[src/rtl/core/kmce_pkg.sv]
// Package with shared types, widths and the keymap table of the key matrix change event block.
package kmce_pkg;

  localparam int RowW     = 3;
  localparam int RowBitsW = 18;
  localparam int ColW     = 5;
  localparam int KeyW     = 8;
  localparam int MapRows  = 8;
  localparam int MapCols  = 18;

  typedef enum logic {
    KMCE_IDLE,
    KMCE_SCAN
  } kmce_state_e;

  typedef struct packed {
    logic                go;
    logic [RowW-1:0]     row;
    logic [RowBitsW-1:0] bits;
    logic [RowBitsW-1:0] change;
  } kmce_load_t;

  localparam logic [KeyW-1:0] KEYMAP [MapRows][MapCols] = '{
    '{8'h00, 8'h00, 8'h3E, 8'h46, 8'h27, 8'h43, 8'h00, 8'h00, 8'h00,
      8'h4E, 8'h4D, 8'h26, 8'h25, 8'h24, 8'h21, 8'h20, 8'h1F, 8'h1E},
    '{8'h00, 8'h00, 8'hE0, 8'h00, 8'h2D, 8'h42, 8'h00, 8'h4C, 8'h49,
      8'h4B, 8'h4A, 8'h41, 8'h2E, 8'h23, 8'h22, 8'h3B, 8'h3A, 8'h35},
    '{8'h00, 8'h00, 8'h00, 8'hE6, 8'h38, 8'h45, 8'h00, 8'h51, 8'h4F,
      8'h56, 8'h50, 8'h65, 8'h00, 8'h11, 8'h05, 8'h00, 8'h00, 8'h00},
    '{8'h00, 8'h00, 8'hE4, 8'h00, 8'h00, 8'h28, 8'h00, 8'h36, 8'h54,
      8'h55, 8'h00, 8'h37, 8'h53, 8'h10, 8'h19, 8'h06, 8'h1B, 8'h1D},
    '{8'h00, 8'h00, 8'h00, 8'hE2, 8'h34, 8'h44, 8'h00, 8'h2C, 8'h62,
      8'h63, 8'h52, 8'h00, 8'h3F, 8'h0B, 8'h0A, 8'h3D, 8'h00, 8'h29},
    '{8'hE7, 8'h00, 8'h00, 8'h00, 8'h33, 8'h31, 8'hE5, 8'h59, 8'h5A,
      8'h5B, 8'h58, 8'h0F, 8'h0E, 8'h0D, 8'h09, 8'h07, 8'h16, 8'h04},
    '{8'h00, 8'hE3, 8'h00, 8'h00, 8'h2F, 8'h2A, 8'hE1, 8'h5C, 8'h5D,
      8'h5E, 8'h00, 8'h40, 8'h30, 8'h1C, 8'h17, 8'h3C, 8'h39, 8'h2B},
    '{8'h00, 8'h00, 8'h48, 8'h47, 8'h13, 8'h00, 8'h00, 8'h5F, 8'h60,
      8'h61, 8'h57, 8'h12, 8'h0C, 8'h18, 8'h15, 8'h08, 8'h1A, 8'h14}
  };

  // Keys outside the table map to keycode zero.
  function automatic logic [KeyW-1:0] keymap_lookup(logic [ColW-1:0] r, logic [ColW-1:0] c);
    logic [KeyW-1:0] code;
    code = '0;
    if ((r < ColW'(MapRows)) && (c < ColW'(MapCols))) begin
      code = KEYMAP[r[RowW-1:0]][c];
    end
    return code;
  endfunction

endpackage

[src/rtl/core/key_matrix_change_events.sv]
// Top level of the key matrix change event block.
//
//   Channel   Direction   Beat carries
//   row       in          row_index, row_bits, row_ghosted
//   event     out         event_row, event_col, event_keycode, event_pressed, event_last
//
// A row beat that changes nothing, is ghosted or names a row past ROWS leaves the input ready.
// A row beat with changes holds the input while the change shift register walks up to its
// highest changed column (at most 18 columns scanned), moving one bit a cycle when not stalled.
// A stalled event output holds that walk on the column with the next event.
// Reset clears every stored row to no keys pressed; there is no clearing pass.
module key_matrix_change_events #(
  parameter int ROWS = 8,
  parameter int COLS = 18
) (
  input  logic                          clk_i,
  input  logic                          rst_ni,
  input  logic                          row_valid_i,
  output logic                          row_ready_o,
  input  logic [kmce_pkg::RowW-1:0]     row_index_i,
  input  logic [kmce_pkg::RowBitsW-1:0] row_bits_i,
  input  logic                          row_ghosted_i,
  output logic                          event_valid_o,
  input  logic                          event_ready_i,
  output logic [kmce_pkg::RowW-1:0]     event_row_o,
  output logic [kmce_pkg::ColW-1:0]     event_col_o,
  output logic [kmce_pkg::KeyW-1:0]     event_keycode_o,
  output logic                          event_pressed_o,
  output logic                          event_last_o
);

  localparam int ScanCols = (COLS < kmce_pkg::RowBitsW) ? COLS : kmce_pkg::RowBitsW;
  localparam int RowIdxW  = (ROWS > 1) ? $clog2(ROWS) : 1;

  logic                             busy, accept, row_ok, write_row;
  logic [RowIdxW+kmce_pkg::RowW-1:0] idx_ext;
  logic [RowIdxW-1:0]               idx;
  logic [COLS-1:0]                  stored, wr_data;
  logic [ScanCols-1:0]              bits_scan, change;
  kmce_pkg::kmce_load_t             load;

  assign row_ready_o = !busy;
  assign accept      = row_valid_i && row_ready_o;
  assign row_ok      = (32'(row_index_i) < ROWS);
  assign idx_ext     = (RowIdxW + kmce_pkg::RowW)'(row_index_i);
  assign idx         = idx_ext[RowIdxW-1:0];

  assign bits_scan = row_bits_i[ScanCols-1:0];
  assign change    = bits_scan ^ stored[ScanCols-1:0];
  assign wr_data   = COLS'(bits_scan);
  assign write_row = accept && row_ok && !row_ghosted_i && (change != '0);

  assign load.go     = write_row;
  assign load.row    = row_index_i;
  assign load.bits   = kmce_pkg::RowBitsW'(bits_scan);
  assign load.change = kmce_pkg::RowBitsW'(change);

  kmce_row_store #(
    .ROWS    (ROWS),
    .COLS    (COLS),
    .ROW_IDX (RowIdxW)
  ) u_row_store (
    .clk_i     (clk_i),
    .rst_ni    (rst_ni),
    .idx_i     (idx),
    .wr_en_i   (write_row),
    .wr_data_i (wr_data),
    .rd_data_o (stored)
  );

  kmce_serializer #(
    .SCAN_COLS (ScanCols)
  ) u_serializer (
    .clk_i           (clk_i),
    .rst_ni          (rst_ni),
    .load_i          (load),
    .busy_o          (busy),
    .event_valid_o   (event_valid_o),
    .event_ready_i   (event_ready_i),
    .event_row_o     (event_row_o),
    .event_col_o     (event_col_o),
    .event_keycode_o (event_keycode_o),
    .event_pressed_o (event_pressed_o),
    .event_last_o    (event_last_o)
  );

endmodule

[src/rtl/core/kmce_row_store.sv]
// Register file holding the last non-ghosted column bits written for every matrix row.
module kmce_row_store #(
  parameter int ROWS    = 8,
  parameter int COLS    = 18,
  parameter int ROW_IDX = 3
) (
  input  logic               clk_i,
  input  logic               rst_ni,
  input  logic [ROW_IDX-1:0] idx_i,
  input  logic               wr_en_i,
  input  logic [COLS-1:0]    wr_data_i,
  output logic [COLS-1:0]    rd_data_o
);

  logic [COLS-1:0] rows_q [ROWS];
  logic            idx_ok;

  assign idx_ok    = (32'(idx_i) < ROWS);
  assign rd_data_o = idx_ok ? rows_q[idx_i] : '0;

  always_ff @(posedge clk_i or negedge rst_ni) begin
    if (!rst_ni) begin
      for (int i = 0; i < ROWS; i++) begin
        rows_q[i] <= '0;
      end
    end else if (wr_en_i && idx_ok) begin
      rows_q[idx_i] <= wr_data_i;
    end
  end

endmodule

[src/rtl/core/kmce_serializer.sv]
// Bit-serial walk over the changed columns of one row, with the event output register.
module kmce_serializer #(
  parameter int SCAN_COLS = 18
) (
  input  logic                          clk_i,
  input  logic                          rst_ni,
  input  kmce_pkg::kmce_load_t          load_i,
  output logic                          busy_o,
  output logic                          event_valid_o,
  input  logic                          event_ready_i,
  output logic [kmce_pkg::RowW-1:0]     event_row_o,
  output logic [kmce_pkg::ColW-1:0]     event_col_o,
  output logic [kmce_pkg::KeyW-1:0]     event_keycode_o,
  output logic                          event_pressed_o,
  output logic                          event_last_o
);

  kmce_pkg::kmce_state_e state_q, state_d;

  logic [SCAN_COLS-1:0]          chg_q, new_q, chg_rest, new_rest;
  logic [kmce_pkg::ColW-1:0]     col_q;
  logic [kmce_pkg::RowW-1:0]     row_q;
  logic                          slot_free, step, emit, done;

  logic                          ev_valid_q, ev_valid_d;
  logic [kmce_pkg::RowW-1:0]     ev_row_q;
  logic [kmce_pkg::ColW-1:0]     ev_col_q;
  logic [kmce_pkg::KeyW-1:0]     ev_key_q;
  logic                          ev_pressed_q, ev_last_q;

  assign chg_rest  = chg_q >> 1;
  assign new_rest  = new_q >> 1;
  assign done      = (chg_rest == '0);
  assign slot_free = !ev_valid_q || event_ready_i;

  always_comb begin
    state_d = state_q;
    case (state_q)
      kmce_pkg::KMCE_IDLE: begin
        if (load_i.go) begin
          state_d = kmce_pkg::KMCE_SCAN;
        end
      end
      kmce_pkg::KMCE_SCAN: begin
        if (emit && done) begin
          state_d = kmce_pkg::KMCE_IDLE;
        end
      end
      default: state_d = kmce_pkg::KMCE_IDLE;
    endcase
  end

  always_comb begin
    busy_o = 1'b0;
    step   = 1'b0;
    emit   = 1'b0;
    case (state_q)
      kmce_pkg::KMCE_IDLE: begin
        busy_o = 1'b0;
      end
      kmce_pkg::KMCE_SCAN: begin
        busy_o = 1'b1;
        emit   = chg_q[0] && slot_free;
        step   = !chg_q[0] || slot_free;
      end
      default: busy_o = 1'b0;
    endcase
  end

  always_comb begin
    ev_valid_d = ev_valid_q;
    if (emit) begin
      ev_valid_d = 1'b1;
    end else if (event_ready_i) begin
      ev_valid_d = 1'b0;
    end
  end

  always_ff @(posedge clk_i or negedge rst_ni) begin
    if (!rst_ni) begin
      state_q    <= kmce_pkg::KMCE_IDLE;
      ev_valid_q <= 1'b0;
    end else begin
      state_q    <= state_d;
      ev_valid_q <= ev_valid_d;
    end
  end

  always_ff @(posedge clk_i) begin
    if (load_i.go) begin
      chg_q <= load_i.change[SCAN_COLS-1:0];
      new_q <= load_i.bits[SCAN_COLS-1:0];
      col_q <= '0;
      row_q <= load_i.row;
    end else if (step) begin
      chg_q <= chg_rest;
      new_q <= new_rest;
      col_q <= col_q + kmce_pkg::ColW'(1);
    end
  end

  always_ff @(posedge clk_i) begin
    if (emit) begin
      ev_row_q     <= row_q;
      ev_col_q     <= col_q;
      ev_key_q     <= kmce_pkg::keymap_lookup({2'b00, row_q}, col_q);
      ev_pressed_q <= new_q[0];
      ev_last_q    <= done;
    end
  end

  assign event_valid_o   = ev_valid_q;
  assign event_row_o     = ev_row_q;
  assign event_col_o     = ev_col_q;
  assign event_keycode_o = ev_key_q;
  assign event_pressed_o = ev_pressed_q;
  assign event_last_o    = ev_last_q;

endmodule

[config.mk]
export PLATFORM = sky130hd
export DESIGN_NAME = key_matrix_change_events
export DESIGN_NICKNAME = d
export VERILOG_FILES = /design/src/rtl/core/kmce_pkg.sv /design/src/rtl/core/key_matrix_change_events.sv /design/src/rtl/core/kmce_row_store.sv /design/src/rtl/core/kmce_serializer.sv
export SDC_FILE = /design/constraint.sdc
export NUM_CORES = 1
export LEC_CHECK = 0
export ABC_AREA = 1
export BUFFER_PORTS_ARGS = -buffer_cell sky130_fd_sc_hd__buf_4
export CAP_MARGIN = 25
export CORE_MARGIN = 2
export CORE_UTILIZATION = 35
export DETAILED_ROUTE_END_ITERATION = 8
export PLACE_DENSITY_LB_ADDON = 0.15
export SYNTH_ARGS = -nofsm -noshare
export SYNTH_HDL_FRONTEND = slang
export SYNTH_HIERARCHICAL = 1
export SYNTH_SLANG_ARGS = --single-unit
[constraint.sdc]
create_clock -name clk_i -period 7.1 [get_ports clk_i]
set_clock_uncertainty 0.15 [all_clocks]
set_input_delay 0 -clock clk_i [delete_from_list [all_inputs] [get_ports clk_i]]
set_output_delay 0 -clock clk_i [all_outputs]
set_load 0.01 [all_outputs]
==> results by group, run 1 <==
Outcome
  • Status: finished, final reports clean

Clock tree
  • TritonCTS Sinks: 208
  • CTS Hold Bufs: 26
  • CTS Buf Count: 26
  • CTS tree: done
  • Clk_lat worst skew: 0.53 ns
  • Postcts setup bufs: 0
  • Post-CTS sizing: 0
  • Max H-tree Level: 1
  • Root Driver: clkbuf_16
  • Clock Path Buffers: 3
  • Clock Pin Slew Worst Setup and Hold Paths: about 0.060 ns

Synthesis
  • Mapped Nets: ~1600
  • Main synth FF type: dfrtp_1
  • Post-synth ARST share: a little over two thirds
  • Synth top cells by count: 694 x nand2_1, 190 x inv_1, 177 x o21ai_0, 146 x dfrtp_1, 65 x nand3_1
  • Cell Area, Synth: 11200 um^2
  • Syn_area_per_cell: 7.20 um^2
  • Post-synth top area cell: dfrtp_1
  • Yosys cell types: 34
  • Register area share after synthesis: 48.8%
  • Synthesis-stage register bit count: around 210
  • Post-synth EDFFs: between 50 and 60
  • Ys Warns: 6
  • Most common cell in the netlist: nand2_1
  • Top cell type's share of synthesized area: between 30 and 40%
  • Largest cells by area after synthesis: dfrtp_1 33%, nand2_1 23%, edfxtp_1 15%
  • Cells after Synth: 1555

Route
  • Drt via density: around 4.9
  • First-pass DRT Iterations: 5
  • DR iter-0 viols: 780
  • Total number of vias: roughly 10000
  • Routed wire per std cell: ~17 um
  • Antenna-violating nets left: 0
  • DRC Markers: 0
  • Routed wire length: around 34 mm

Global route
  • Initial antenna violation count: 0
  • Tot GR Track Use: around 20%
  • Largest net degree at the start of global routing: between 80 and 90
  • Total grt overflow: 0
  • Global-route wire length before repair: 53.9 mm
  • Vias in the first global route: roughly 9500

Hold path
  • Hold WC Path Type: in -> reg

Pwr
  • Power Dens Cells: between 300 and 400 nW/um^2
  • Clock power share: a little under two fifths
  • Leak: 6.55 nW
  • VDD IR max: approximately 0.23 mV
  • Overall Power: slightly below 4 mW
  • Switching pwr: between 1 and 1.5 mW
  • Combinational fraction of design power: a little under a quarter
  • Switching Fraction: 31.4%
  • P_int: ~2.7 mW
  • Sequential power share: between 30 and 40%

Placement
  • Post-detail-place hpwl: approximately 22 mm
  • Worst slack, placed: around 2.8 ns
  • Placed Instances: roughly 2000
  • IO buf count: between 40 and 50
  • Final Wtd Congestion: about 0.9

Timing
  • Min Tclk post-route: roughly 4.0 ns
  • Crit share post-route: between 50% and 60%
  • Fmax: roughly 0.25 GHz
  • Max-slew violations: 0
  • Unrepaired setup endpoints after global routing: false
  • Slew HR: 44.9%
  • Sum Neg Setup Slack: 0 ns
  • Hold Fails Final Rpt: 0
  • Endpoints failing setup: 0
  • Final setup margin: slightly above 3 ns
  • Measured slew at the worst slew-check pin: between 0.8 and 0.9 ns

Critical path
  • CP max FO: 21
  • Reg2reg setup slack: 3.73 ns
  • WP data required: about 7.2 ns
  • Startpoint types: primary input
  • Crit. End Element: flip-flop
  • CP Class: in -> reg
  • Crit path arrival time: a little over 4 ns

Run
  • Maxcap violations: 0

Floorplan
  • Starting Density: 35.5%
  • Die Span X: 183 um
  • I/O pin cnt: 46
  • Die Ht: 183 um
  • Std-Cell Rows: 65
  • Core area: between 30000 and 40000 um^2
  • Die ar.: 33400 um^2

Final layout
  • Post-Layout Cell Count: just over 2000
  • Sequential Area: 5470 um^2
  • Area of the multi-input gates: 4680 um^2
  • Layout cell share with drive strength beyond 1: 7.85%
  • Fillers: ~3300
  • Post-layout net count: between 1500 and 2000
  • Post-layout util: about two fifths
  • Antenna Cells: 0
  • Area growth syn-to-layout: 16.4%
critical path, cell delays in order:
cell and delay (ns):
dlygate4sd3_1 0.53, buf_4 0.16, inv_2 0.23, nor2_4 0.62, nand3_1 0.22, nand2_1 0.11, inv_1 0.04, nand2_1 0.08
xor2_1 0.31, nor2_1 0.08, nand3_1 0.16, nor2_1 0.09, nor2_4 0.32, inv_1 0.10, nand2_1 0.57, buf_4 0.40
through the flow:
step	hold WS (ns)	cell area (um^2)
4_1_cts	0.0548	13000
2_1_floorplan	-0.446	11200
3_3_place_gp	-0.00175	11800
3_5_place_dp	-0.00336	11800
5_1_grt	0.0814	13000
6_report	0.0754	13000
per-layer routing:
layer | share of wire [%] | vias up | GRT usage, %
li1 | - | 4914 | -
met1 | 48 | 4638 | 28.9
met2 | 44 | 275 | 32.9
met3 | 5.5 | 56 | 3.30
met4 | 2.1 | 0 | 4.93
met5 | 0 | - | 0
power groups by stage:
stage          logic [mW]  registers (mW)  clock network (mW)
4_1_cts             0.922            1.56                1.50
6_report            0.923            1.56                1.47
3_5_place_dp        0.909            1.58                   0
2_1_floorplan       0.566            1.57                   0
5_1_grt              1.03            1.58                1.54
3_3_place_gp        0.915            1.58                   0
final timing paths:
check	to	cells after the start	startpoint
max	u_serializer/chg_q[2]	16	row_index_i[2]
min	u_serializer/event_valid_o	3	event_ready_i
max reg2reg	u_serializer/chg_q[2]	14	u_row_store/rows_q[28]
min reg2reg	u_serializer/event_pressed_o	0	u_serializer/new_q[0]
max in group asynchronous	u_row_store/rows_q[90]	4	rst_ni
min in group asynchronous	u_row_store/rows_q[65]	3	rst_ni
sequential cells by signal, summed over array words and instances (netlist names):
register and count:
u_serializer/event_last_o 1, u_serializer/chg_q 18, u_serializer/event_keycode_o 8, u_serializer/event_col_o 5, u_serializer/new_q 18, u_serializer/event_valid_o 1, u_serializer/event_row_o 3, u_serializer/row_q 3
u_row_store/rows_q 144, u_serializer/event_pressed_o 1, u_serializer/state_q 1, u_serializer/col_q 5
layout by cell type (no fill, tap or decap), types with 5 or more instances in the layout:
cell	synthesis	final
nand2_1	694	694
inv_1	190	190
o21ai_0	177	177
dfrtp_1	146	146
nand3_1	65	65
edfxtp_1	57	57
buf_4	2	55
nor2_1	49	48
clkbuf_16	0	27
dlygate4sd3_1	0	26
a21oi_1	26	26
o21ai_1	13	13
ha_1	10	10
nand2_2	8	8
inv_2	7	7
xor2_1	6	6
bufinv_16	0	6
nor3_1	7	6
clkinv_2	0	5
dfxtp_1	5	5
cell families (layout without fill, tap and decap cells):
| logic type | count (synthesis) | count (layout) | synth area share [%] |
|---|---|---|---|
| compound gates | 227 | 227 | 10.3 |
| xor+xnor | 7 | 7 | 0.548 |
| fa+ha+maj | 10 | 10 | 1.12 |
| buf+inv | 265 | 327 | 9.52 |
| simple gates | 838 | 838 | 29.6 |
| flops | 208 | 208 | 48.8 |
final cells by class:
class / instances / share of cell area [%]
Tap cell: 402 / 3.86
Sequential cell: 208 / 41.9
Clock buffer: 31 / 5.61
Multi-Input combinational cell: 1082 / 35.9
Clock inverter: 17 / 1.81
Timing Repair Buffer: 82 / 5.25
Inverter: 197 / 5.67
Power figures use the tool's default switching activity.
==> run 2, diff against run 1 <==
- clock period: 7.1 -> 3.7 ns (I/O delays scaled with it)
==> results by group, run 2 (synthesized netlist as in run 1, its figures left out) <==
Outcome
  • Status: finished, final reports clean

Floorplan
  • Std-Cell Rows: 65 (unchanged)
  • Core area: 31600 um^2 (unchanged)
  • Die ar.: 33400 um^2 (unchanged)
  • Die Span X: 183 um (unchanged)
  • Starting Density: 35.5% (unchanged)
  • I/O pin cnt: 46 (unchanged)
  • Die Ht: 183 um (unchanged)

Critical path
  • Crit. End Element: flip-flop
  • WP data required: 4.03 ns (-3.12 ns)
  • Startpoint types: primary input
  • Crit path arrival time: 3.82 ns (-0.24 ns)
  • Crit-path cells: buf_4 > dlygate4sd3_1 > buf_6 > nand2_1 > nand2_1 > nand2_1 > nand2_1 > nand2_1 > nand2_1 > xor2_1 > nor2_1 > nand3_1 > nor2_1 > nor2_4 > nand2_1 > nor2_4 > nand2_1 > dlygate4sd3_1 > o21ai_0 > dlygate4sd3_1
  • CP max FO: 37 (+76%)
  • CP max-delay cell: dlygate4sd3_1
  • CP max stage delay: 0.62 ns (about the same)
  • Most frequent CP cell: nand2_1
  • CP Class: in -> reg

Route
  • First-pass DRT Iterations: 6 (+1)
  • Total number of vias: 10029 (+1.5%)
  • Antenna-violating nets left: 0 (unchanged)
  • Routed wire length: 35.3 mm (+5.0%)
  • DR iter-0 viols: 777 (-0.38%)
  • Drt via density: 4.92 (+0.53%)
  • DRC Markers: 0 (unchanged)
  • Routed wire per std cell: 17.3 um (+4.0%)

Clock tree
  • CTS Buf Count: 25 (-3.8%)
  • Clock Path Buffers: 3 (unchanged)
  • Clock Pin Slew Worst Setup and Hold Paths: 0.06 ns (about the same)
  • TritonCTS Sinks: 208 (unchanged)
  • Max H-tree Level: 1 (unchanged)
  • Postcts setup bufs: 0 (unchanged)
  • CTS tree: done
  • Root Driver: clkbuf_16
  • Clk_lat worst skew: 0.54 ns (about the same)

Timing
  • Hold_ws: 0.0289 ns (-0.0464 ns)
  • Fmax: 0.286 GHz
  • Endpoints failing setup: 0 (unchanged)
  • Measured slew at the worst slew-check pin: 0.815 ns (-0.00858 ns)
  • Max-slew violations: 0 (unchanged)
  • Crit share post-route: 94.4%
  • Hold Fails Final Rpt: 0 (unchanged)
  • Slew HR: 45.7% (+0.77 points)
  • Min Tclk post-route: roughly 3.5 ns

Placement
  • Placed Instances: 1958 (+0.67%)
  • Post-detail-place hpwl: 23.1 mm (+3.8%)
  • IO buf count: 45 (unchanged)
  • Final Wtd Congestion: 0.901 (+0.54%)

Global route
  • Global-route wire length before repair: 56.4 mm (+4.8%)
  • Largest net degree at the start of global routing: 84 (+3.7%)
  • Vias in the first global route: 9790 (+3.1%)
  • Tot GR Track Use: 21.4% (+0.99 points)
  • Initial antenna violation count: 0 (unchanged)
  • Total grt overflow: 0 (unchanged)

Final layout
  • Most frequent cells in the layout: 694 x nand2_1, 190 x inv_1, 177 x o21ai_0
  • Most common cell after layout, fill and taps aside: nand2_1
  • Biggest register: u_row_store/rows_q
  • Largest register FFs: 144 (unchanged)
  • Fillers: 3278 (-1.4%)
  • Antenna Cells: 0 (unchanged)
  • Post-layout net count: 1655 (+1.3%)
  • Post-Layout Cell Count: 2038 (+0.94%)
  • Area growth syn-to-layout: 17.1%
  • Biggest regs: u_row_store/rows_q: 144 flops, u_serializer/chg_q: 18 flops, u_serializer/new_q: 18 flops
  • Layout cell share with drive strength beyond 1: 8.13% (+0.28 points)

Pwr
  • Clock power share: 32.5% (-4.6 points)
  • Power Dens Cells: 545 nW/um^2 (+80%)
  • Leak: 6.56 nW (+0.15%)
  • P_int: 4.75 mW (+75%)
  • VDD IR max: 0.326 mV (+44%)
  • Sequential power share: 41.9% (+2.4 points)
  • Switching Fraction: 33.5% (+2.2 points)
  • Combinational fraction of design power: 25.6% (+2.2 points)
  • Switching pwr: 2.40 mW (+93%)

Run
  • Maxcap violations: 0 (unchanged)

Hold path
  • Hold WC Path Type: in -> reg
-- run 2: cell types whose count changed in the layout (fill, tap and decap cells not counted), sizes merged --
cell,delta
bufinv,-6
dlygate4sd3,+9
inv,+1
buf,+13
clkbuf,+5
clkinv,-3
-- run 2: layer usage --
metal | vias to the layer above | wire (um) | track usage [%]
li1 | 4953 | - | -
met1 | 4706 | 16800 | 30.5
met3 | 74 | 1740 | 3.40
met2 | 296 | 15700 | 33.6
met5 | - | 0 | 0
met4 | 0 | 1060 | 6.66
-- run 2: critical path, delay by kind of cell --
family | cells | cell delay (ns)
xor+xnor | 1 | 0.19
simple gates | 13 | 1.36
compound gates | 1 | 0.07
buf+inv | 5 | 2.20
-- run 2: final cells by class --
type	instances	area (um^2)	area share, %
clock buffer	35	704	5.37
clock inverter	9	65.1	0.496
inverter	197	739	5.64
multi-input combinational	1082	4680	35.7
sequential	208	5470	41.7
tap	402	503	3.84
timing repair buffer	105	951	7.25
-- run 2: per-stage QoR --
step	TNS, ns	worst slack, ns	util (%)	cell area (um^2)	total power, mW
after global placement	0	0.426	37.9	12000	4.85
after CTS	0	0.0189	41.5	13100	7.19
after floorplan	0	0.651	-	11200	4.11
after global routing	-0.00384	-0.00253	41.5	13100	7.58
final	0	0.206	41.5	13100	7.15
after detailed placement	0	0.429	37.9	12000	4.82
-- run 2: power by group through the flow --
stage | Sequential (mW) | Combinational (mW) | Clock [mW]
2_1_floorplan | 3.02 | 1.09 | 0
3_3_place_gp | 3.03 | 1.82 | 0
3_5_place_dp | 3.04 | 1.78 | 0
4_1_cts | 3.00 | 1.81 | 2.39
5_1_grt | 3.03 | 2.06 | 2.48
6_report | 2.99 | 1.83 | 2.32
-- run 2: final timing paths --
| path | depth (start not counted) | from | end | slack, ns |
|---|---|---|---|---|
| min in group asynchronous | 3 | rst_ni | u_row_store/rows_q[46] | 0.51 |
| max | 20 | row_index_i[0] | u_row_store/rows_q[1] | 0.21 |
| max reg2reg | 17 | u_row_store/rows_q[118] | u_row_store/rows_q[1] | 0.29 |
| max in group asynchronous | 4 | rst_ni | u_row_store/rows_q[5] | 1.57 |
| min | 6 | row_index_i[2] | u_row_store/rows_q[9] | 0.03 |
| min reg2reg | 0 | u_serializer/new_q[0] | u_serializer/event_pressed_o | 0.27 |
-- run 2: what timing repair did --
item,4_1_cts,5_1_grt
resized for setup,0,2
hold endpoints to repair,274,1
endpoints found under the setup margin,0,4
hold buffers,35,1
